**src/rtl/b2si_pkg.sv**
```systemverilog
// Shared types and constants for the binary64 to scaled integer converter.
// Depends on nothing; every module file of the block imports it.
package b2si_pkg;

   localparam logic [1:0] ST_OK        = 2'd0;
   localparam logic [1:0] ST_NONFINITE = 2'd1;
   localparam logic [1:0] ST_OVERFLOW  = 2'd2;
   localparam logic [1:0] ST_RANGE     = 2'd3;

   localparam logic [1:0] CSR_SCALE        = 2'd0;
   localparam logic [1:0] CSR_MAG_LIMIT    = 2'd1;
   localparam logic [1:0] CSR_LIMIT_ENABLE = 2'd2;

   localparam logic [63:0] SCALE_RESET     = 64'd1000000;
   localparam logic [62:0] MAG_LIMIT_RESET = {63{1'b1}};

   localparam logic [10:0] EXP_ALL_ONES   = 11'h7ff;
   localparam logic [10:0] EXP_BIAS_SHIFT = 11'd1075;

   localparam logic [63:0] INT64_MAG_NEG = 64'h8000_0000_0000_0000;
   localparam logic [63:0] INT64_MAG_POS = 64'h7fff_ffff_ffff_ffff;

   localparam int PROD_W = 117;

   typedef struct packed {
      logic       neg;
      logic       err;
      logic [1:0] err_status;
      logic       left;
      logic       big;
      logic [6:0] shamt;
   } ctl_type;

   typedef struct packed {
      ctl_type     ctl;
      logic [52:0] sig;
   } dec_type;

   typedef struct packed {
      ctl_type     ctl;
      logic [63:0] p00;
      logic [63:0] p01;
      logic [52:0] p10;
      logic [52:0] p11;
   } pp_type;

   typedef struct packed {
      ctl_type           ctl;
      logic [PROD_W-1:0] product;
   } prod_type;

   typedef struct packed {
      logic        neg;
      logic        err;
      logic [1:0]  err_status;
      logic        hi_nz;
      logic [63:0] mag;
      logic        guard;
      logic        sticky;
   } shf_type;

   typedef struct packed {
      logic        neg;
      logic        err;
      logic [1:0]  err_status;
      logic        hi_nz;
      logic [63:0] mag;
   } rnd_type;

endpackage

```
**src/rtl/b2si_decode.sv**
```systemverilog
// First pipeline stage: splits the binary64 word into sign, significand and
// shift control, and flags the early errors. Uses b2si_pkg.
module b2si_decode (
   input  logic              clock,
   input  logic              reset,
   input  logic              in_valid,
   output logic              in_ready,
   input  logic [63:0]       value_bits,
   input  logic              scale_zero,
   output logic              out_valid,
   input  logic              out_ready,
   output b2si_pkg::dec_type out_data
);
   import b2si_pkg::*;

   logic        valid_ff;
   dec_type     data_ff;
   dec_type     data_in;
   logic [10:0] raw_exp;
   logic [10:0] eff_exp;
   logic [10:0] lsh;
   logic [10:0] rsh;
   logic        nonfinite;

   assign in_ready  = !valid_ff || out_ready;
   assign out_valid = valid_ff;
   assign out_data  = data_ff;

   always_comb begin
      raw_exp   = value_bits[62:52];
      nonfinite = (raw_exp == EXP_ALL_ONES);
      eff_exp   = (raw_exp == 11'd0) ? 11'd1 : raw_exp;
      lsh       = eff_exp - EXP_BIAS_SHIFT;
      rsh       = EXP_BIAS_SHIFT - eff_exp;

      data_in.ctl.neg        = value_bits[63];
      data_in.ctl.err        = nonfinite || scale_zero;
      data_in.ctl.err_status = nonfinite ? ST_NONFINITE : ST_OVERFLOW;
      data_in.sig            = {(raw_exp != 11'd0), value_bits[51:0]};
      data_in.ctl.left       = (eff_exp >= EXP_BIAS_SHIFT);
      if (data_in.ctl.left) begin
         data_in.ctl.big   = |lsh[10:6];
         data_in.ctl.shamt = {1'b0, lsh[5:0]};
      end else begin
         data_in.ctl.big   = |rsh[10:7];
         data_in.ctl.shamt = rsh[6:0];
      end
   end

   always_ff @(posedge clock) begin
      if (reset) begin
         valid_ff <= 1'b0;
      end else if (in_ready) begin
         valid_ff <= in_valid;
      end
   end

   always_ff @(posedge clock) begin
      if (in_ready && in_valid) begin
         data_ff <= data_in;
      end
   end

endmodule

```
**config.mk**
```make
export PLATFORM = sky130hd
export DESIGN_NAME = b2si_decode
export DESIGN_NICKNAME = d
export VERILOG_FILES = /design/src/rtl/b2si_pkg.sv /design/src/rtl/b2si_decode.sv
export SDC_FILE = /design/constraint.sdc
export NUM_CORES = 1
export LEC_CHECK = 0
export ABC_CLOCK_PERIOD_IN_PS = 2900
export BUFFER_PORTS_ARGS = -buffer_cell sky130_fd_sc_hd__buf_2
export CAP_MARGIN = 20
export CORE_ASPECT_RATIO = 1.4
export CORE_UTILIZATION = 40
export CTS_CLUSTER_SIZE = 25
export DETAILED_ROUTE_END_ITERATION = 7
export GPL_ROUTABILITY_DRIVEN = 0
export PLACE_DENSITY = 0.76
export SLEW_MARGIN = 20
export SYNTH_ARGS = -nofsm -noshare
export SYNTH_HDL_FRONTEND = slang
export SYNTH_SLANG_ARGS = --single-unit
export TNS_END_PERCENT = 1
```
**constraint.sdc**
```tcl
create_clock -name clock -period 2.9 [get_ports clock]
set_clock_uncertainty 0.2 [all_clocks]
set_input_delay 0.58 -clock clock [delete_from_list [all_inputs] [get_ports clock]]
set_output_delay 0.58 -clock clock [all_outputs]
set_load 0.02 [all_outputs]
```
==> impl_metrics.py, run 1 <==
metrics = {
    "worst_setup_path": {
        "r2r-start": "out_valid$_SDFFE_PP0N_",
        "rr_endpoint": "out_data[7]$_DFFE_PP_",
        "reg2reg_slack_ps": 1470,
        "critPathLaunchType": "input port",
        "required_ps": 2750,
        "reg2reg_depth": 3,
        "cp_slowest_stage_delay_ps": 360,
        "cp.arrival_ps": 2390,
        "crit_fanout": 4,
        "cp_slowest_cell": "a311o_1",
        "cp_cell_sequence": "buf_2, inv_1, ha_1, nor2b_1, and4_1, nor2_1, inv_1, ha_1, nand2b_1, a311o_1, o41ai_1, a32oi_1",
        "end_kind": "register",
        "crit_type": "in2reg",
    },
    "logic_synthesis": {
        "ys.flop_type": "edfxtp_1",
        "ys_seq_area_share_pct": 79.0,
        "syn_avg_cell_area_um2": 17.5,
        "synth_edf_count": 66,
        "synth_top_area_share_pct": 78.2,
        "ys_warn_count": 0,
        "synthTopCellsByArea": "edfxtp_1 (78%), ha_1 (2.0%), inv_1 (1.3%)",
        "synth-seq-cells": 67,
        "synth_area_mm2": 0.00253,
        "ys_types": 43,
        "ys_async_sr_fraction_pct": 0,
        "syn_nets": 218,
        "synth.largest_area_cell": "edfxtp_1",
        "syn-instance-count": 145,
    },
    "global_route": {
        "antenna_found_initial": 0,
        "grt_first_pass_wirelength_um": 8250,
        "grt_start_max_net_pins": 67,
        "track_usage_pct": 16.7,
        "overflow": 0,
        "grt_pass1_vias": 1633,
    },
    "placement": {
        "place_hpwl_um": 4160,
        "io_buffers": 136,
    },
    "clock_network": {
        "clock_latency_ps": 320,
        "cts_made_buffers": 9,
        "cts_num_sinks": 67,
        "cts_tree": "done",
        "post_cts_buffers": 0,
        "cts_resized": 0,
        "cts_max_level": 3,
        "clockBufferDepth": 2,
        "clk_pin_slew_ps": 70,
        "ctsHoldBuffers": 0,
        "clock-root-buffer": "clkbuf_8",
    },
    "timing": {
        "setup_viol": 0,
        "rsz0062_at_grt": "no",
        "tns_ps": 0,
        "fin_crit_ps": 2540,
        "fin_crit_sh_pct": 87.5,
        "clock.fmax_ghz": 0.394,
        "maxSlewViolCount": 0,
        "tightest_slew_ps": 437,
        "hold_viol": 0,
        "relSlewSlack_pct": 70.6,
    },
    "floorplan": {
        "chipHeight_um": 96.2,
        "io_pins": 137,
        "initial_core_util_pct": 42.3,
        "die_x_um": 69.3,
        "core.rowCount": 33,
        "core_area_mm2": 0.00599,
        "die-area_mm2": 0.00666,
    },
    "worst_hold_path": {
        "whs_path_depth": 2,
        "hp-start": "reset",
        "hold_path_class": "in2reg",
        "min_to": "out_valid$_SDFFE_PP0N_",
    },
    "power": {
        "leakage_nw": 1.50,
        "pwr-share-comb_pct": 12.0,
        "clkPwrFrac_pct": 36.6,
        "peakVddDrop_mv": 0.322,
        "power.density_mw_per_mm2": 631,
        "power.share.sequential_pct": 51.4,
        "intPower_mw": 1.72,
        "p_switching_mw": 0.509,
        "switching_share_pct": 22.9,
        "finalPower_mw": 2.23,
    },
    "routing": {
        "wl_um": 5450,
        "dr.first_iter.drc_count": 165,
        "remaining_drc_errors": 0,
        "num_vias": 1787,
        "firstDrtPassIters": 4,
        "routed_via_density": 4.88,
        "antenna_left": 0,
        "wl_per_cell_um": 14.9,
    },
    "final_layout": {
        "fin_nets": 364,
        "final_core_utilization_pct": 58.9,
        "antenna_cells": 0,
        "drive_gt1_share_pct": 54.4,
        "syn_to_final_growth_pct": 39.1,
    },
    "run": {
        "cap_violations": 0,
    },
    "outcome": {
        "status": "complete, no violations",
    },
}
-- per-layer routing --
layer	GRT usage, %	share of wire, %
met3	5.55	9.7
met1	19.7	38
met4	7.65	1.2
met2	27.8	51
met5	0	0
-- power groups by stage --
stage | combinational (mW) | sequential (mW) | clock [mW]
floorplan | 0.0690 | 1.24 | 0
global placement | 0.265 | 1.16 | 0
CTS | 0.269 | 1.15 | 0.835
detailed placement | 0.269 | 1.17 | 0
finish | 0.268 | 1.14 | 0.814
global route | 0.287 | 1.15 | 0.876
-- registers in the layout (all words and copies together), names as in the netlist --
| name | cells |
|---|---|
| out_valid | 1 |
| out_data | 66 |
-- metrics by stage --
step                      hold WS (ps)  setup WS, ps  std cells  area [um^2]
after floorplan                    449           104        145         2540
after global placement             288           114        350         3310
after detailed placement           301          48.2        350         3310
after CTS                          186           395        366         3530
after global routing               191           230        366         3530
final                              203           362        366         3530
-- final cells by class --
cell class                 count  area (um^2)
clock inverter                 6         90.1
fill                         479         2460
timing repair buffer         141          731
inverter                       9         33.8
sequential                    67         2000
multi-input combinational     63          454
tap                           70         87.6
clock buffer                  10          128
-- logic make-up (layout without fill, tap and decap cells) --
group                    Yosys count  count (layout)  share of synthesized area (%)
XOR/XNOR                           4               4                           1.38
buffers and inverters             15             166                           3.16
AO/OA/AOI/OAI                     21              21                           6.27
multiplexers                       1               1                          0.395
flip-flops                        67              67                           79.0
adder cells (fa/ha/maj)            4               4                           1.97
AND/OR/NAND/NOR                   33              33                           7.85
-- synth_stat cells (2+ instances only) --
master	instances
ha_1	4
edfxtp_1	66
inv_1	9
or4_1	2
nand3b_1	3
o211ai_1	4
nand2b_1	2
nand3_1	5
buf_6	2
nand2_1	4
nor2_1	7
xnor2_1	3
a21oi_1	4
-- worst max path at each step --
stage,end,slack [ps],start,cells after the start
finish,out_data[60]$_DFFE_PP_,360,value_bits[54],12
CTS,out_data[60]$_DFFE_PP_,390,value_bits[54],12
global placement,out_data[60]$_DFFE_PP_,110,value_bits[54],12
detailed placement,out_data[60]$_DFFE_PP_,50,value_bits[54],12
floorplan,out_data[60]$_DFFE_PP_,100,value_bits[54],12
global route,out_data[60]$_DFFE_PP_,230,value_bits[54],12
-- cells in the final DEF, fill, tap and decap left out, drive strengths merged, types with 4 or more instances in the layout --
| cell | instances |
|---|---|
| a21oi | 4 |
| buf | 141 |
| clkbuf | 10 |
| edfxtp | 66 |
| ha | 4 |
| inv | 9 |
| nand2 | 4 |
| nand3 | 5 |
| nor2 | 7 |
| o211ai | 4 |
-- critical path: cells and delay by family --
| family | cells | cell delay (ps) |
|---|---|---|
| AOI/OAI and AO/OA | 3 | 570 |
| adders and majority gates | 2 | 400 |
| buffers and inverters | 3 | 190 |
| and+or+nand+nor | 4 | 660 |
Power figures use the tool's default switching activity.
==> inputs of run 2 (changes only) <==
--- a/config.mk
+++ b/config.mk
@@ -5,15 +5,16 @@
 export SDC_FILE = /design/constraint.sdc
 export NUM_CORES = 1
 export LEC_CHECK = 0
-export ABC_CLOCK_PERIOD_IN_PS = 2900
+export ABC_CLOCK_PERIOD_IN_PS = 2650
 export BUFFER_PORTS_ARGS = -buffer_cell sky130_fd_sc_hd__buf_2
 export CAP_MARGIN = 20
 export CORE_ASPECT_RATIO = 1.4
-export CORE_UTILIZATION = 40
+export CORE_UTILIZATION = 44
 export CTS_CLUSTER_SIZE = 25
 export DETAILED_ROUTE_END_ITERATION = 7
 export GPL_ROUTABILITY_DRIVEN = 0
-export PLACE_DENSITY = 0.76
+export MAX_ROUTING_LAYER = met4
+export PLACE_DENSITY = 0.79
 export SLEW_MARGIN = 20
 export SYNTH_ARGS = -nofsm -noshare
 export SYNTH_HDL_FRONTEND = slang
==> constraint.sdc (replaced) <==
create_clock -name clock -period 2.65 [get_ports clock]
set_clock_uncertainty 0.2 [all_clocks]
set_input_delay 0.53 -clock clock [delete_from_list [all_inputs] [get_ports clock]]
set_output_delay 0.53 -clock clock [all_outputs]
set_load 0.02 [all_outputs]
==> run 2 against run 1 <==
Clock power up 0.5%. Sequential cell count unchanged. Design area up 0.85%. Highest routed layer unchanged.
==> impl_metrics.py, run 2 (synthesis gave the netlist of run 1 again) <==
metrics = {
    "outcome": {
        "status": "complete, no violations",
    },
    "clock_network": {
        "cts_num_sinks": 67,
        "ctsHoldBuffers": 0,
        "clockBufferDepth": 2,
        "cts_tree": "done",
        "clk_pin_slew_ps": 60,
        "clock-root-buffer": "clkbuf_8",
        "cts_resized": 0,
        "cts_made_buffers": 9,
        "cts_max_level": 3,
        "clock_latency_ps": 320,
        "post_cts_buffers": 0,
    },
    "worst_setup_path": {
        "crit_fanout": 4,
        "reg2reg_depth": 3,
        "cp.arrival_ps": 2330,
        "required_ps": 2500,
        "rr_endpoint": "out_data[65]$_DFFE_PP_",
        "end_kind": "register",
        "reg2reg_slack_ps": 1260,
        "r2r-start": "out_valid$_SDFFE_PP0N_",
        "crit_type": "in2reg",
        "startpoint": "value_bits[54]",
        "critPathLaunchType": "input port",
    },
    "placement": {
        "place_hpwl_um": 4530,
        "placed_cell_area_mm2": 0.00336,
        "dp.cells": 355,
        "post-place-ws_ps": -168,
        "io_buffers": 136,
    },
    "timing": {
        "fin_crit_ps": 2480,
        "fin_worst_hold_slack_ps": 160,
        "tightest_slew_ps": 416,
        "relSlewSlack_pct": 72.0,
        "fin_crit_sh_pct": 93.6,
        "worst_slack_ps": 169,
        "hold_viol": 0,
        "rsz0062_at_grt": "no",
        "clock.fmax_ghz": 0.403,
        "setup_viol": 0,
        "maxSlewViolCount": 0,
    },
    "power": {
        "p_switching_mw": 0.534,
        "power.share.sequential_pct": 52.9,
        "peakVddDrop_mv": 0.304,
        "clkPwrFrac_pct": 34.4,
        "pwr-share-comb_pct": 12.7,
        "intPower_mw": 1.84,
        "switching_share_pct": 22.5,
        "power.density_mw_per_mm2": 668,
        "leakage_nw": 1.53,
    },
    "run": {
        "cap_violations": 0,
    },
    "routing": {
        "wl_per_cell_um": 15.6,
        "num_vias": 1893,
        "wl_met2_um": 2820,
        "top_layer": "met4",
        "dr_wl_met3_um": 701,
        "firstDrtPassIters": 4,
        "antenna_left": 0,
        "dr.first_iter.drc_count": 127,
        "wl_um": 5770,
        "m1WireLength_um": 1960,
        "remaining_drc_errors": 0,
        "routed_via_density": 5.10,
    },
    "final_layout": {
        "fin_cells": 371,
        "syn_to_final_growth_pct": 40.3,
        "fin_area_mm2": 0.00356,
        "fin_nets": 371,
        "mostFrequentLayoutCells": "buf_2 (136), edfxtp_1 (66), clkbuf_8 (11), buf_4 (11), inv_1 (9)",
        "antenna_cells": 0,
        "final_core_utilization_pct": 64.4,
        "largest_reg_flops": 66,
        "drive_gt1_share_pct": 54.8,
        "final_common_cell": "buf_2",
    },
    "global_route": {
        "grt_start_max_net_pins": 48,
        "grt_pass1_vias": 1793,
        "antenna_found_initial": 0,
        "overflow": 0,
        "track_usage_pct": 20.0,
        "grt_first_pass_wirelength_um": 8540,
    },
    "worst_hold_path": {
        "min_to": "out_valid$_SDFFE_PP0N_",
        "hp-start": "reset",
        "whs_path_depth": 2,
        "hold_path_class": "in2reg",
    },
    "floorplan": {
        "io_pins": 137,
        "die_x_um": 66.2,
        "core_area_mm2": 0.00553,
        "core.rowCount": 32,
        "die-area_mm2": 0.00607,
        "initial_core_util_pct": 45.9,
        "chipHeight_um": 91.8,
    },
}
[run 2: stage by stage]
stage               setup TNS (ps)  total power, mW
floorplan                    -96.0             1.44
global placement             -36.9             1.57
detailed placement            -215             1.58
CTS                              0             2.40
global route                     0             2.47
finish                           0             2.37
[run 2: cell type report]
| class | instances | area, um^2 |
|---|---|---|
| flip-flops and latches | 67 | 2000 |
| fillers | 434 | 1970 |
| repair buffers | 148 | 783 |
| multi-input cells | 63 | 454 |
| clock buffers | 14 | 163 |
| well taps | 68 | 85.1 |
| clock inverters | 2 | 35.0 |
| inverters | 9 | 33.8 |
[run 2: worst max path at each step]
stage / to / slack, ps / cells past startpoint
floorplan: out_data[60]$_DFFE_PP_ / -100 / 12
global placement: out_data[60]$_DFFE_PP_ / -40 / 12
detailed placement: out_data[60]$_DFFE_PP_ / -170 / 12
CTS: out_data[60]$_DFFE_PP_ / 190 / 12
global route: out_data[60]$_DFFE_PP_ / 40 / 12
finish: out_data[60]$_DFFE_PP_ / 170 / 12
[run 2: power groups by stage]
stage | registers (mW) | logic, mW | clock network (mW)
floorplan | 1.36 | 0.0755 | 0
global placement | 1.28 | 0.293 | 0
detailed placement | 1.28 | 0.302 | 0
CTS | 1.26 | 0.303 | 0.840
global route | 1.26 | 0.324 | 0.885
finish | 1.26 | 0.300 | 0.818
[run 2: layer usage]
metal  GRT usage (%)  vias to the layer above
met5               -                        -
met4            13.5                        0
met3            7.34                       25
met2            30.6                      144
met1            21.2                      856
li1                -                      868
[run 2: worst max-delay path: stages]
cell and delay, ps:
buf_2 90, inv_1 50, ha_1 180, nor2b_1 140, and4_1 200, nor2_1 120
inv_1 60, ha_1 210, nand2b_1 170, a311o_1 360, o41ai_1 70, a32oi_1 140
