File: src/rtl/b2si_pkg.sv
// Shared types and constants for the binary64 to scaled integer converter.
// Depends on nothing; every module file of the block imports it.
package b2si_pkg;

   localparam logic [1:0] ST_OK        = 2'd0;
   localparam logic [1:0] ST_NONFINITE = 2'd1;
   localparam logic [1:0] ST_OVERFLOW  = 2'd2;
   localparam logic [1:0] ST_RANGE     = 2'd3;

   localparam logic [1:0] CSR_SCALE        = 2'd0;
   localparam logic [1:0] CSR_MAG_LIMIT    = 2'd1;
   localparam logic [1:0] CSR_LIMIT_ENABLE = 2'd2;

   localparam logic [63:0] SCALE_RESET     = 64'd1000000;
   localparam logic [62:0] MAG_LIMIT_RESET = {63{1'b1}};

   localparam logic [10:0] EXP_ALL_ONES   = 11'h7ff;
   localparam logic [10:0] EXP_BIAS_SHIFT = 11'd1075;

   localparam logic [63:0] INT64_MAG_NEG = 64'h8000_0000_0000_0000;
   localparam logic [63:0] INT64_MAG_POS = 64'h7fff_ffff_ffff_ffff;

   localparam int PROD_W = 117;

   typedef struct packed {
      logic       neg;
      logic       err;
      logic [1:0] err_status;
      logic       left;
      logic       big;
      logic [6:0] shamt;
   } ctl_type;

   typedef struct packed {
      ctl_type     ctl;
      logic [52:0] sig;
   } dec_type;

   typedef struct packed {
      ctl_type     ctl;
      logic [63:0] p00;
      logic [63:0] p01;
      logic [52:0] p10;
      logic [52:0] p11;
   } pp_type;

   typedef struct packed {
      ctl_type           ctl;
      logic [PROD_W-1:0] product;
   } prod_type;

   typedef struct packed {
      logic        neg;
      logic        err;
      logic [1:0]  err_status;
      logic        hi_nz;
      logic [63:0] mag;
      logic        guard;
      logic        sticky;
   } shf_type;

   typedef struct packed {
      logic        neg;
      logic        err;
      logic [1:0]  err_status;
      logic        hi_nz;
      logic [63:0] mag;
   } rnd_type;

endpackage

File: src/rtl/b2si_finish.sv
// Output stage: int64 range and magnitude limit checks, sign application
// and status selection into the result register. Uses b2si_pkg.
module b2si_finish (
   input  logic              clock,
   input  logic              reset,
   input  logic              in_valid,
   output logic              in_ready,
   input  b2si_pkg::rnd_type in_data,
   input  logic [62:0]       magnitude_limit,
   input  logic              limit_enable,
   output logic              out_valid,
   input  logic              out_ready,
   output logic [63:0]       out_result,
   output logic [1:0]        out_status
);
   import b2si_pkg::*;

   logic        valid_ff;
   logic [63:0] result_ff;
   logic [63:0] result_in;
   logic [1:0]  status_ff;
   logic [1:0]  status_in;
   logic [63:0] bound;
   logic        ovf;
   logic        outside;

   assign in_ready   = !valid_ff || out_ready;
   assign out_valid  = valid_ff;
   assign out_result = result_ff;
   assign out_status = status_ff;

   always_comb begin
      bound   = in_data.neg ? INT64_MAG_NEG : INT64_MAG_POS;
      ovf     = in_data.hi_nz || (in_data.mag > bound);
      outside = limit_enable && (in_data.mag > {1'b0, magnitude_limit});
      if (in_data.err) begin
         status_in = in_data.err_status;
         result_in = 64'd0;
      end else if (ovf) begin
         status_in = ST_OVERFLOW;
         result_in = 64'd0;
      end else if (outside) begin
         status_in = ST_RANGE;
         result_in = 64'd0;
      end else begin
         status_in = ST_OK;
         result_in = in_data.neg ? (64'd0 - in_data.mag) : in_data.mag;
      end
   end

   always_ff @(posedge clock) begin
      if (reset) begin
         valid_ff <= 1'b0;
      end else if (in_ready) begin
         valid_ff <= in_valid;
      end
   end

   always_ff @(posedge clock) begin
      if (in_ready && in_valid) begin
         result_ff <= result_in;
         status_ff <= status_in;
      end
   end

endmodule

File: config.mk
export PLATFORM = sky130hd
export DESIGN_NAME = b2si_finish
export DESIGN_NICKNAME = d
export VERILOG_FILES = /design/src/rtl/b2si_pkg.sv /design/src/rtl/b2si_finish.sv
export SDC_FILE = /design/constraint.sdc
export NUM_CORES = 1
export LEC_CHECK = 0
export ABC_AREA = 0
export BUFFER_PORTS_ARGS = -buffer_cell sky130_fd_sc_hd__clkbuf_2
export CAP_MARGIN = 20
export CORE_MARGIN = 1.5
export CORE_UTILIZATION = 50
export DETAILED_ROUTE_END_ITERATION = 12
export PLACE_DENSITY = 0.82
export SYNTH_ARGS = -nofsm -noshare
export SYNTH_HDL_FRONTEND = slang
export SYNTH_SLANG_ARGS = --single-unit
File: constraint.sdc
create_clock -name clock -period 4.2 [get_ports clock]
set_clock_uncertainty 0.05 [all_clocks]
set_input_delay 0.21 -clock clock [delete_from_list [all_inputs] [get_ports clock]]
set_output_delay 0.21 -clock clock [all_outputs]
set_load 0.05 [all_outputs]
==> results of run 1 <==
==> layer usage <==
metal	routed length [µm]	global-route usage, %
met1	7980	35.3
met2	8820	44.2
met3	1220	2.73
met4	466	10.1
met5	0	0
==> worst register-to-register path, stage by stage, from the launching register on <==
cell	delay, ns
dfxtp_1	0.30
nand2b_1	0.10
and2_2	0.65
buf_4	0.56
==> sequential cells by signal, indices dropped and copies added (netlist names) <==
name and cells:
out_result 64, out_status 2, out_valid 1
==> kinds of logic after synthesis <==
group / synth area share (%)
simple gates: 19.1
compound gates: 14.4
fa+ha+maj: 23.7
buf+inv: 5.00
flops: 29.6
xor+xnor: 8.04
mux: 0.148
==> how the worst max path moves through the flow <==
stage                      startpoint             end  slack, ns  cells after the start
after floorplan             out_valid   out_result[0]       1.12                      2
after global placement    in_data[68]  out_result[19]       0.65                     12
after detailed placement  in_data[68]  out_result[30]       0.55                     12
after CTS                 in_data[68]  out_result[30]       0.90                     12
after global routing      in_data[68]   out_result[2]       0.58                     12
final                     in_data[68]   out_result[2]       0.81                     12
==> final cells by class <==
cell class	count	area, µm²	share of cell area, %
Multi-Input combinational cell	586	4450	53.1
Sequential cell	67	2000	23.9
Timing Repair Buffer	215	1160	13.8
Inverter	69	259	3.09
Clock buffer	13	250	2.99
Tap cell	176	220	2.63
Clock inverter	3	40.0	0.478
==> metrics by stage <==
stage          total power, W  hold slack (ns)
2_1_floorplan         0.00128            0.229
3_3_place_gp          0.00152            0.317
3_5_place_dp          0.00153            0.321
4_1_cts               0.00228           0.0406
5_1_grt               0.00238           0.0550
6_report              0.00228           0.0450
==> placed cells by master, fill, tap and decap left out, types with 4 or more instances in the layout <==
cell type / n
nand4_1: 28
clkbuf_2: 203
o21ai_0: 38
or3_1: 12
buf_4: 7
o31a_1: 4
and2_1: 4
o41ai_1: 8
inv_1: 69
nand3_1: 19
a21oi_1: 51
nor2_1: 18
or4_1: 6
a21o_1: 9
and4_1: 4
nand2_1: 47
buf_12: 4
clkbuf_16: 9
nor3_1: 74
xnor2_1: 6
nor4_1: 8
nand2b_1: 7
edfxtp_1: 66
o31ai_1: 19
a221oi_1: 6
ha_1: 128
xor2_1: 56
==> power by group through the flow <==
stage	Sequential, W	Clock [W]	Combinational [W]
3_5_place_dp	0.000810	0	0.000724
2_1_floorplan	0.000960	0	0.000319
5_1_grt	0.000800	0.000776	0.000804
4_1_cts	0.000797	0.000752	0.000729
6_report	0.000796	0.000748	0.000731
3_3_place_gp	0.000811	0	0.000706
==> repair_timing <==
item,in CTS,in global routing
buffers inserted,0,0
endpoints found under the hold margin,1,0
hold buffers,1,0
==> results_dict.tcl, run 1 <==
set metrics [dict create \
    tritoncts "built" \
    setup_viol 0 \
    grt_antenna_before_repair 0 \
    power_frac_clock_pct 32.9 \
    num_vias 6496 \
    drt_pass1_iterations 5 \
    tightest_slew_ns 1.13 \
    design_area_um2 8380 \
    drc 0 \
    p_leak_nw 3.93 \
    grt_overflow_total 0 \
    dp_hpwl_mm 14.9 \
    status "finished, final reports clean" \
    grt.total_usage_pct 26.4 \
    clock-sinks 67 \
    hold_path_class "primary input to flop" \
    grt_pass1_vias 6145 \
    fin_tns_setup_ns 0 \
    die_width_um 119 \
    dp_cells 1112 \
    gp_congestion 0.924 \
    numCtsBuffers 9 \
    nets 1213 \
    fin_cells 1129 \
    p_sw_share_pct 33.9 \
    p_comb_share_pct 32.1 \
    synth_top_area_cell "edfxtp_1" \
    path_max_fanout 36 \
    htreeDepth 3 \
    io_pins 205 \
    syn_nets 1008 \
    relSlewSlack_pct 24.6 \
    synthArstFlopShare_pct 0 \
    power_frac_seq_pct 35.0 \
    post_cts_resized 0 \
    required_ns 4.23 \
    worst-setup-path-type "primary input to flop" \
    p_per_area_nw_per_um2 272 \
    setup_ws_ns 0.814 \
    whs_path_depth 3 \
    routed_wl_mm 18.5 \
    antenna_cells 0 \
    io_buffers 204 \
    rsz0062_at_grt "no" \
    synthFlopType "edfxtp_1" \
    slowest_delay_ns 0.90 \
    netlist_area_um2 6760 \
    final_core_util_pct 63.5 \
    dieArea_um2 14200 \
    synth_area_per_cell_um2 9.09 \
    synth_top_cell_area_share_pct 29.3 \
    timing.rr.end "out_result[10]" \
    drive_gt1_share_pct 25.2 \
    start_util_pct 51.2 \
    path_cells "buf_4 -> buf_4 -> ha_1 -> nand4_1 -> nor4_1 -> buf_4 -> and4_1 -> o31a_1 -> nor4_1 -> a41oi_4 -> buf_12 -> nor3_1" \
    synth_cell_types 50 \
    critical_path_arrival_ns 3.41 \
    ant_nets 0 \
    clk_pin_slew_ns 0.05 \
    pre_cts_ws_ns 0.552 \
    max_freq_mhz 295 \
    post_drt_wl_per_cell_um 16.4 \
    r2r-start "out_valid" \
    cp_common_cell "buf_4" \
    ys_seq_elements 67 \
    reg2regPathDepth 3 \
    syn_inst 743 \
    synth-edff-count 66 \
    dpl_cell_area_um2 8080 \
    slowest_stage "a41oi_4" \
    synthTopCellsByCount "ha_1, nor3_1, inv_1" \
    start_kind "primary input" \
    hold_end "out_valid" \
    via_per_inst 5.75 \
    intPower_w 0.00150 \
    ys_seq_area_share_pct 29.6 \
    cap_viol_max_count 0 \
    rrSetupSlack_ns 2.15 \
    clock_path_buffers 2 \
    slew_violations 0 \
    p_switching_w 0.000771 \
    end_kind "flop" \
    hold_viol_final 0 \
    rows 42 \
    fillers 1132 \
    ys_warn_count 0 \
    peakVddDrop_v 0.000237 \
    core_um2 13200 \
    cp_top_family "compound AO/OA/AOI/OAI gates" \
    root_buffer "clkbuf_16" \
    die_y_um 119 \
    crit_buf_inv 4 \
    initialDrtViolationCount 567 \
    final.min_clock_period_ns 3.39 \
    yosysMostFrequentCell "ha_1" \
    holdCritStartpoint "in_valid" \
    synthToLayoutAreaGrowth_pct 24.0 \
    grt_pass1_wl_mm 29.8 \
    clk_latency_ns 0.33 \
    grt_max_degree 49 \
    post-route-period-util_pct 80.6 \
    ys_top_cells_by_area "edfxtp_1, ha_1, xor2_1" \
]
No activity file was read; power rests on OpenSTA's default activity.
==> run 2: changes to the inputs <==
clock period = 3.5 ns   (was 4.2 ns; I/O delays follow)
==> results_dict.tcl, run 2 (synthesized netlist as in run 1, its figures left out) <==
set metrics [dict create \
    antenna_cells 0 \
    io_buffers 204 \
    grt_antenna_before_repair 0 \
    dieArea_um2 14200 \
    rsz0062_at_grt "no" \
    grt_max_degree 67 \
    cp_top_family "simple AND/OR/NAND/NOR gates" \
    clk_pin_slew_ns 0.06 \
    routed_wl_mm 18.7 \
    crit_buf_inv 2 \
    start_util_pct 51.2 \
    critical_path_arrival_ns 3.01 \
    worst-setup-path-type "primary input to flop" \
    dpl_cell_area_um2 8100 \
    crit_end "out_result[60]" \
    rrSetupSlack_ns 1.84 \
    grt_overflow_total 0 \
    clk_latency_ns 0.33 \
    die_y_um 119 \
    p_per_area_nw_per_um2 334 \
    end_kind "flop" \
    slowest_stage "or4_4" \
    post_drt_wl_per_cell_um 16.5 \
    path_cells "clkbuf_2 -> or4_1 -> or4_4 -> nor4b_1 -> buf_4 -> nand4_1 -> o41ai_1 -> xor2_1 -> nor3_1" \
    rows 42 \
    drc 0 \
    whs_path_depth 3 \
    layout_common_cells "clkbuf_2, ha_1, nor3_1" \
    via_per_inst 5.80 \
    root_buffer "clkbuf_16" \
    p_leak_nw 3.96 \
    tritoncts "built" \
    final.min_clock_period_ns 2.98 \
    start_kind "primary input" \
    numCtsBuffers 9 \
    slowest_delay_ns 0.57 \
    relSlewSlack_pct 42.8 \
    max_freq_mhz 336 \
    cap_viol_max_count 0 \
    synthToLayoutAreaGrowth_pct 24.8 \
    hold_viol_final 0 \
    timing.rr.end "out_result[50]" \
    num_vias 6574 \
    core_um2 13200 \
    r2r-start "out_valid" \
    ant_nets 0 \
    drive_gt1_share_pct 25.7 \
    dp_cells 1117 \
    grt.total_usage_pct 27.0 \
    initialDrtViolationCount 701 \
    nets 1218 \
    holdWs_ns 0.00887 \
    finalPower_w 0.00281 \
    reg2regPathDepth 3 \
    design_area_um2 8430 \
    die_width_um 119 \
    mostFrequentLayoutCell "clkbuf_2" \
    slew_violations 0 \
    gp_congestion 0.906 \
    critical_path_depth 9 \
    tightest_slew_ns 0.858 \
    grt_pass1_wl_mm 30.6 \
    drt_pass1_iterations 5 \
    largest_register_ffs 64 \
    post_cts_resized 0 \
    dp_hpwl_mm 14.7 \
    fin_cells 1134 \
    clock-sinks 67 \
    hold_path_class "primary input to flop" \
    fin_tns_setup_ns 0 \
    peakVddDrop_v 0.000240 \
    post-route-period-util_pct 85.0 \
    clock_path_buffers 2 \
    grt_pass1_vias 6263 \
    io_pins 205 \
    path_max_fanout 6 \
    htreeDepth 3 \
    status "finished, final reports clean" \
    setup_viol 0 \
    startpoint "in_data[10]" \
    required_ns 3.53 \
]
## run 2: cell count changes in the layout (fill, tap and decap cells not counted)
cell and change:
clkinv_2 -1, clkinv_4 +1, clkbuf_1 -1, buf_4 +6, buf_12 -1, bufinv_16 +1
## run 2: timing repair
action,4_1_cts,5_1_grt
hold buffers,1,0
endpoints found under the hold margin,1,0
setup buffers,0,0
## run 2: final cells by class
| cell class | instances | area, µm² |
|---|---|---|
| Multi-Input combinational cell | 586 | 4450 |
| Inverter | 69 | 259 |
| Tap cell | 176 | 220 |
| Clock buffer | 12 | 246 |
| Clock inverter | 4 | 73.8 |
| Timing Repair Buffer | 220 | 1180 |
| Fill cell | 1117 | 4760 |
| Sequential cell | 67 | 2000 |
## run 2: report_power, final
group / internal, W / switching [W] / leakage [nW]
registers: 0.000941 / 0.0000152 / 0.664
clock network: 0.000643 / 0.000338 / 0.157
logic: 0.000297 / 0.000581 / 3.14
total: 0.00188 / 0.000934 / 3.96
## run 2: routing by layer
metal / up-vias / part of all wire [%] / routed length (µm) / GRT usage [%]
li1: 3225 / - / - / -
met1: 3056 / 42 / 7910 / 34.5
met2: 262 / 48 / 8970 / 46.7
met3: 31 / 7.4 / 1390 / 3.98
met4: 0 / 2.2 / 416 / 8.81
met5: - / 0 / 0 / 0
## run 2: how the worst min path moves through the flow
stage                        start        end  slack (ns)
after floorplan              reset  out_valid        0.19
final                     in_valid  out_valid       0.009
after detailed placement     reset  out_valid        0.29
after global routing      in_valid  out_valid        0.05
after CTS                 in_valid  out_valid       0.005
after global placement       reset  out_valid        0.28
## run 2: worst reg2reg max path, cell delays in order (launching register included)
cell and delay, ns:
dfxtp_1 0.31, nand2b_1 0.10, and2_2 0.14, buf_4 0.64
## run 2: stage by stage
step	setup WS, ns	utilization [%]
finish	0.524	63.9
global route	0.295	63.9
CTS	0.588	63.9
detailed placement	0.257	61.4
global placement	0.273	61.4
floorplan	0.416	-
==> run 3: changes to the inputs <==
BUFFER_PORTS_ARGS = default   (was -buffer_cell sky130_fd_sc_hd__clkbuf_2)
DONT_BUFFER_PORTS = 1   (was default)
PLACE_DENSITY = 0.69   (was 0.82)
==> results_dict.tcl, run 3 (synthesized netlist as in run 1, its figures left out) <==
set metrics [dict create \
    numCtsBuffers 9 \
    die_width_um 119 \
    htreeDepth 3 \
    drive_gt1_share_pct 4.67 \
    final.min_clock_period_ns 3.01 \
    cts_setup_buffers 0 \
    core_um2 13200 \
    peakVddDrop_v 0.000247 \
    rrSetupSlack_ns 1.12 \
    hold_viol_final 0 \
    post_drt_wl_per_cell_um 20.6 \
    synthToLayoutAreaGrowth_pct 9.15 \
    worst-setup-path-type "primary input to flop" \
    ff_latch_area_um2 2000 \
    r2r-start "out_valid" \
    clk_pin_slew_ns 0.06 \
    layout_common_cells "ha_1, nor3_1, inv_1" \
    ant_nets 0 \
    cap_viol_max_count 0 \
    io_pins 205 \
    die_y_um 119 \
    drt_pass1_iterations 5 \
    fillers 1159 \
    p_per_area_nw_per_um2 356 \
    startpoint "in_data[68]" \
    via_per_inst 6.32 \
    grt_antenna_before_repair 0 \
    end_kind "flop" \
    clock_path_buffers 2 \
    num_vias 5848 \
    initialDrtViolationCount 547 \
    final_core_util_pct 55.9 \
    tightest_slew_ns 0.877 \
    max_freq_mhz 332 \
    start_kind "primary input" \
    grt_pass1_wl_mm 30.1 \
    nets 1010 \
    setup_viol 0 \
    reg2regPathDepth 3 \
    post-route-period-util_pct 86.1 \
    post_cts_resized 0 \
    rows 42 \
    required_ns 3.49 \
    io_buffers 0 \
    timing.rr.end "out_result[33]" \
    grt_overflow_total 0 \
    rsz0062_at_grt "no" \
    grt.total_usage_pct 26.8 \
    routed_wl_mm 19.1 \
    dp_hpwl_mm 15.1 \
    antenna_cells 0 \
    tritoncts "built" \
    largest_register_ffs 64 \
    clk_latency_ns 0.34 \
    holdWs_ns 0.0536 \
    drc 0 \
    slew_violations 0 \
    root_buffer "clkbuf_16" \
    dieArea_um2 14200 \
    cts_hold_buf 5 \
    p_leak_nw 3.07 \
    status "finished, final reports clean" \
    crit_end "out_result[29]" \
    hold_path_class "primary input to flop" \
    path_max_fanout 123 \
    fin_tns_setup_ns 0 \
    grt_max_degree 124 \
    clock-sinks 67 \
    grt_pass1_vias 5733 \
    multi_input_area_um2 4450 \
    start_util_pct 51.2 \
    gp_congestion 0.892 \
    relSlewSlack_pct 41.4 \
    mostFrequentLayoutCell "ha_1" \
    critical_path_arrival_ns 3.00 \
]
-- run 3: cell type report --
| type | instances | share of cell area [%] |
|---|---|---|
| well taps | 176 | 2.99 |
| inverters | 69 | 3.51 |
| clock buffers | 9 | 3.05 |
| repair buffers | 12 | 1.73 |
| clock inverters | 7 | 1.26 |
| multi-input cells | 586 | 60.3 |
| flip-flops and latches | 67 | 27.1 |
-- run 3: through the flow --
| stage | setup slack, ns | cell area [µm²] | cells | total power [W] |
|---|---|---|---|---|
| global placement | 0.255 | 7010 | 905 | 0.00162 |
| floorplan | 0.416 | 6760 | 743 | 0.00153 |
| finish | 0.488 | 7370 | 926 | 0.00263 |
| global route | 0.347 | 7370 | 926 | 0.00274 |
| CTS | 0.600 | 7370 | 926 | 0.00263 |
| detailed placement | 0.284 | 7010 | 905 | 0.00165 |
-- run 3: worst min-delay path by stage --
stage,end,slack [ns],startpoint,depth (start not counted)
CTS,out_status[1],0.04,in_data[66],2
floorplan,out_valid,0.19,reset,1
finish,out_status[1],0.05,in_data[66],2
global route,out_result[9],0.08,in_data[9],2
global placement,out_valid,0.20,reset,1
detailed placement,out_valid,0.20,reset,1
-- run 3: power by group --
part	total (W)	leakage (nW)	switching, W	internal, W
combinational	0.000494	2.25	0.000279	0.000214
clock	0.000988	0.149	0.000367	0.000621
sequential	0.00115	0.664	0.000200	0.000945
total	0.00263	3.07	0.000847	0.00178
-- run 3: critical path: stages --
cell,delay (ns)
inv_1,0.16
ha_1,0.34
nand4_1,0.15
nor4_1,0.70
and4_1,0.42
o31a_1,0.19
nor4_1,0.07
a41oi_4,0.20
buf_4,0.36
nor3_1,0.15
-- run 3: per-layer routing --
layer / up-vias / GRT usage (%) / wire length, µm
met5: - / 0 / 0
met4: 0 / 10.3 / 442
met3: 27 / 5.36 / 1520
met2: 251 / 44.9 / 9150
met1: 2760 / 34.2 / 7990
li1: 2810 / - / -
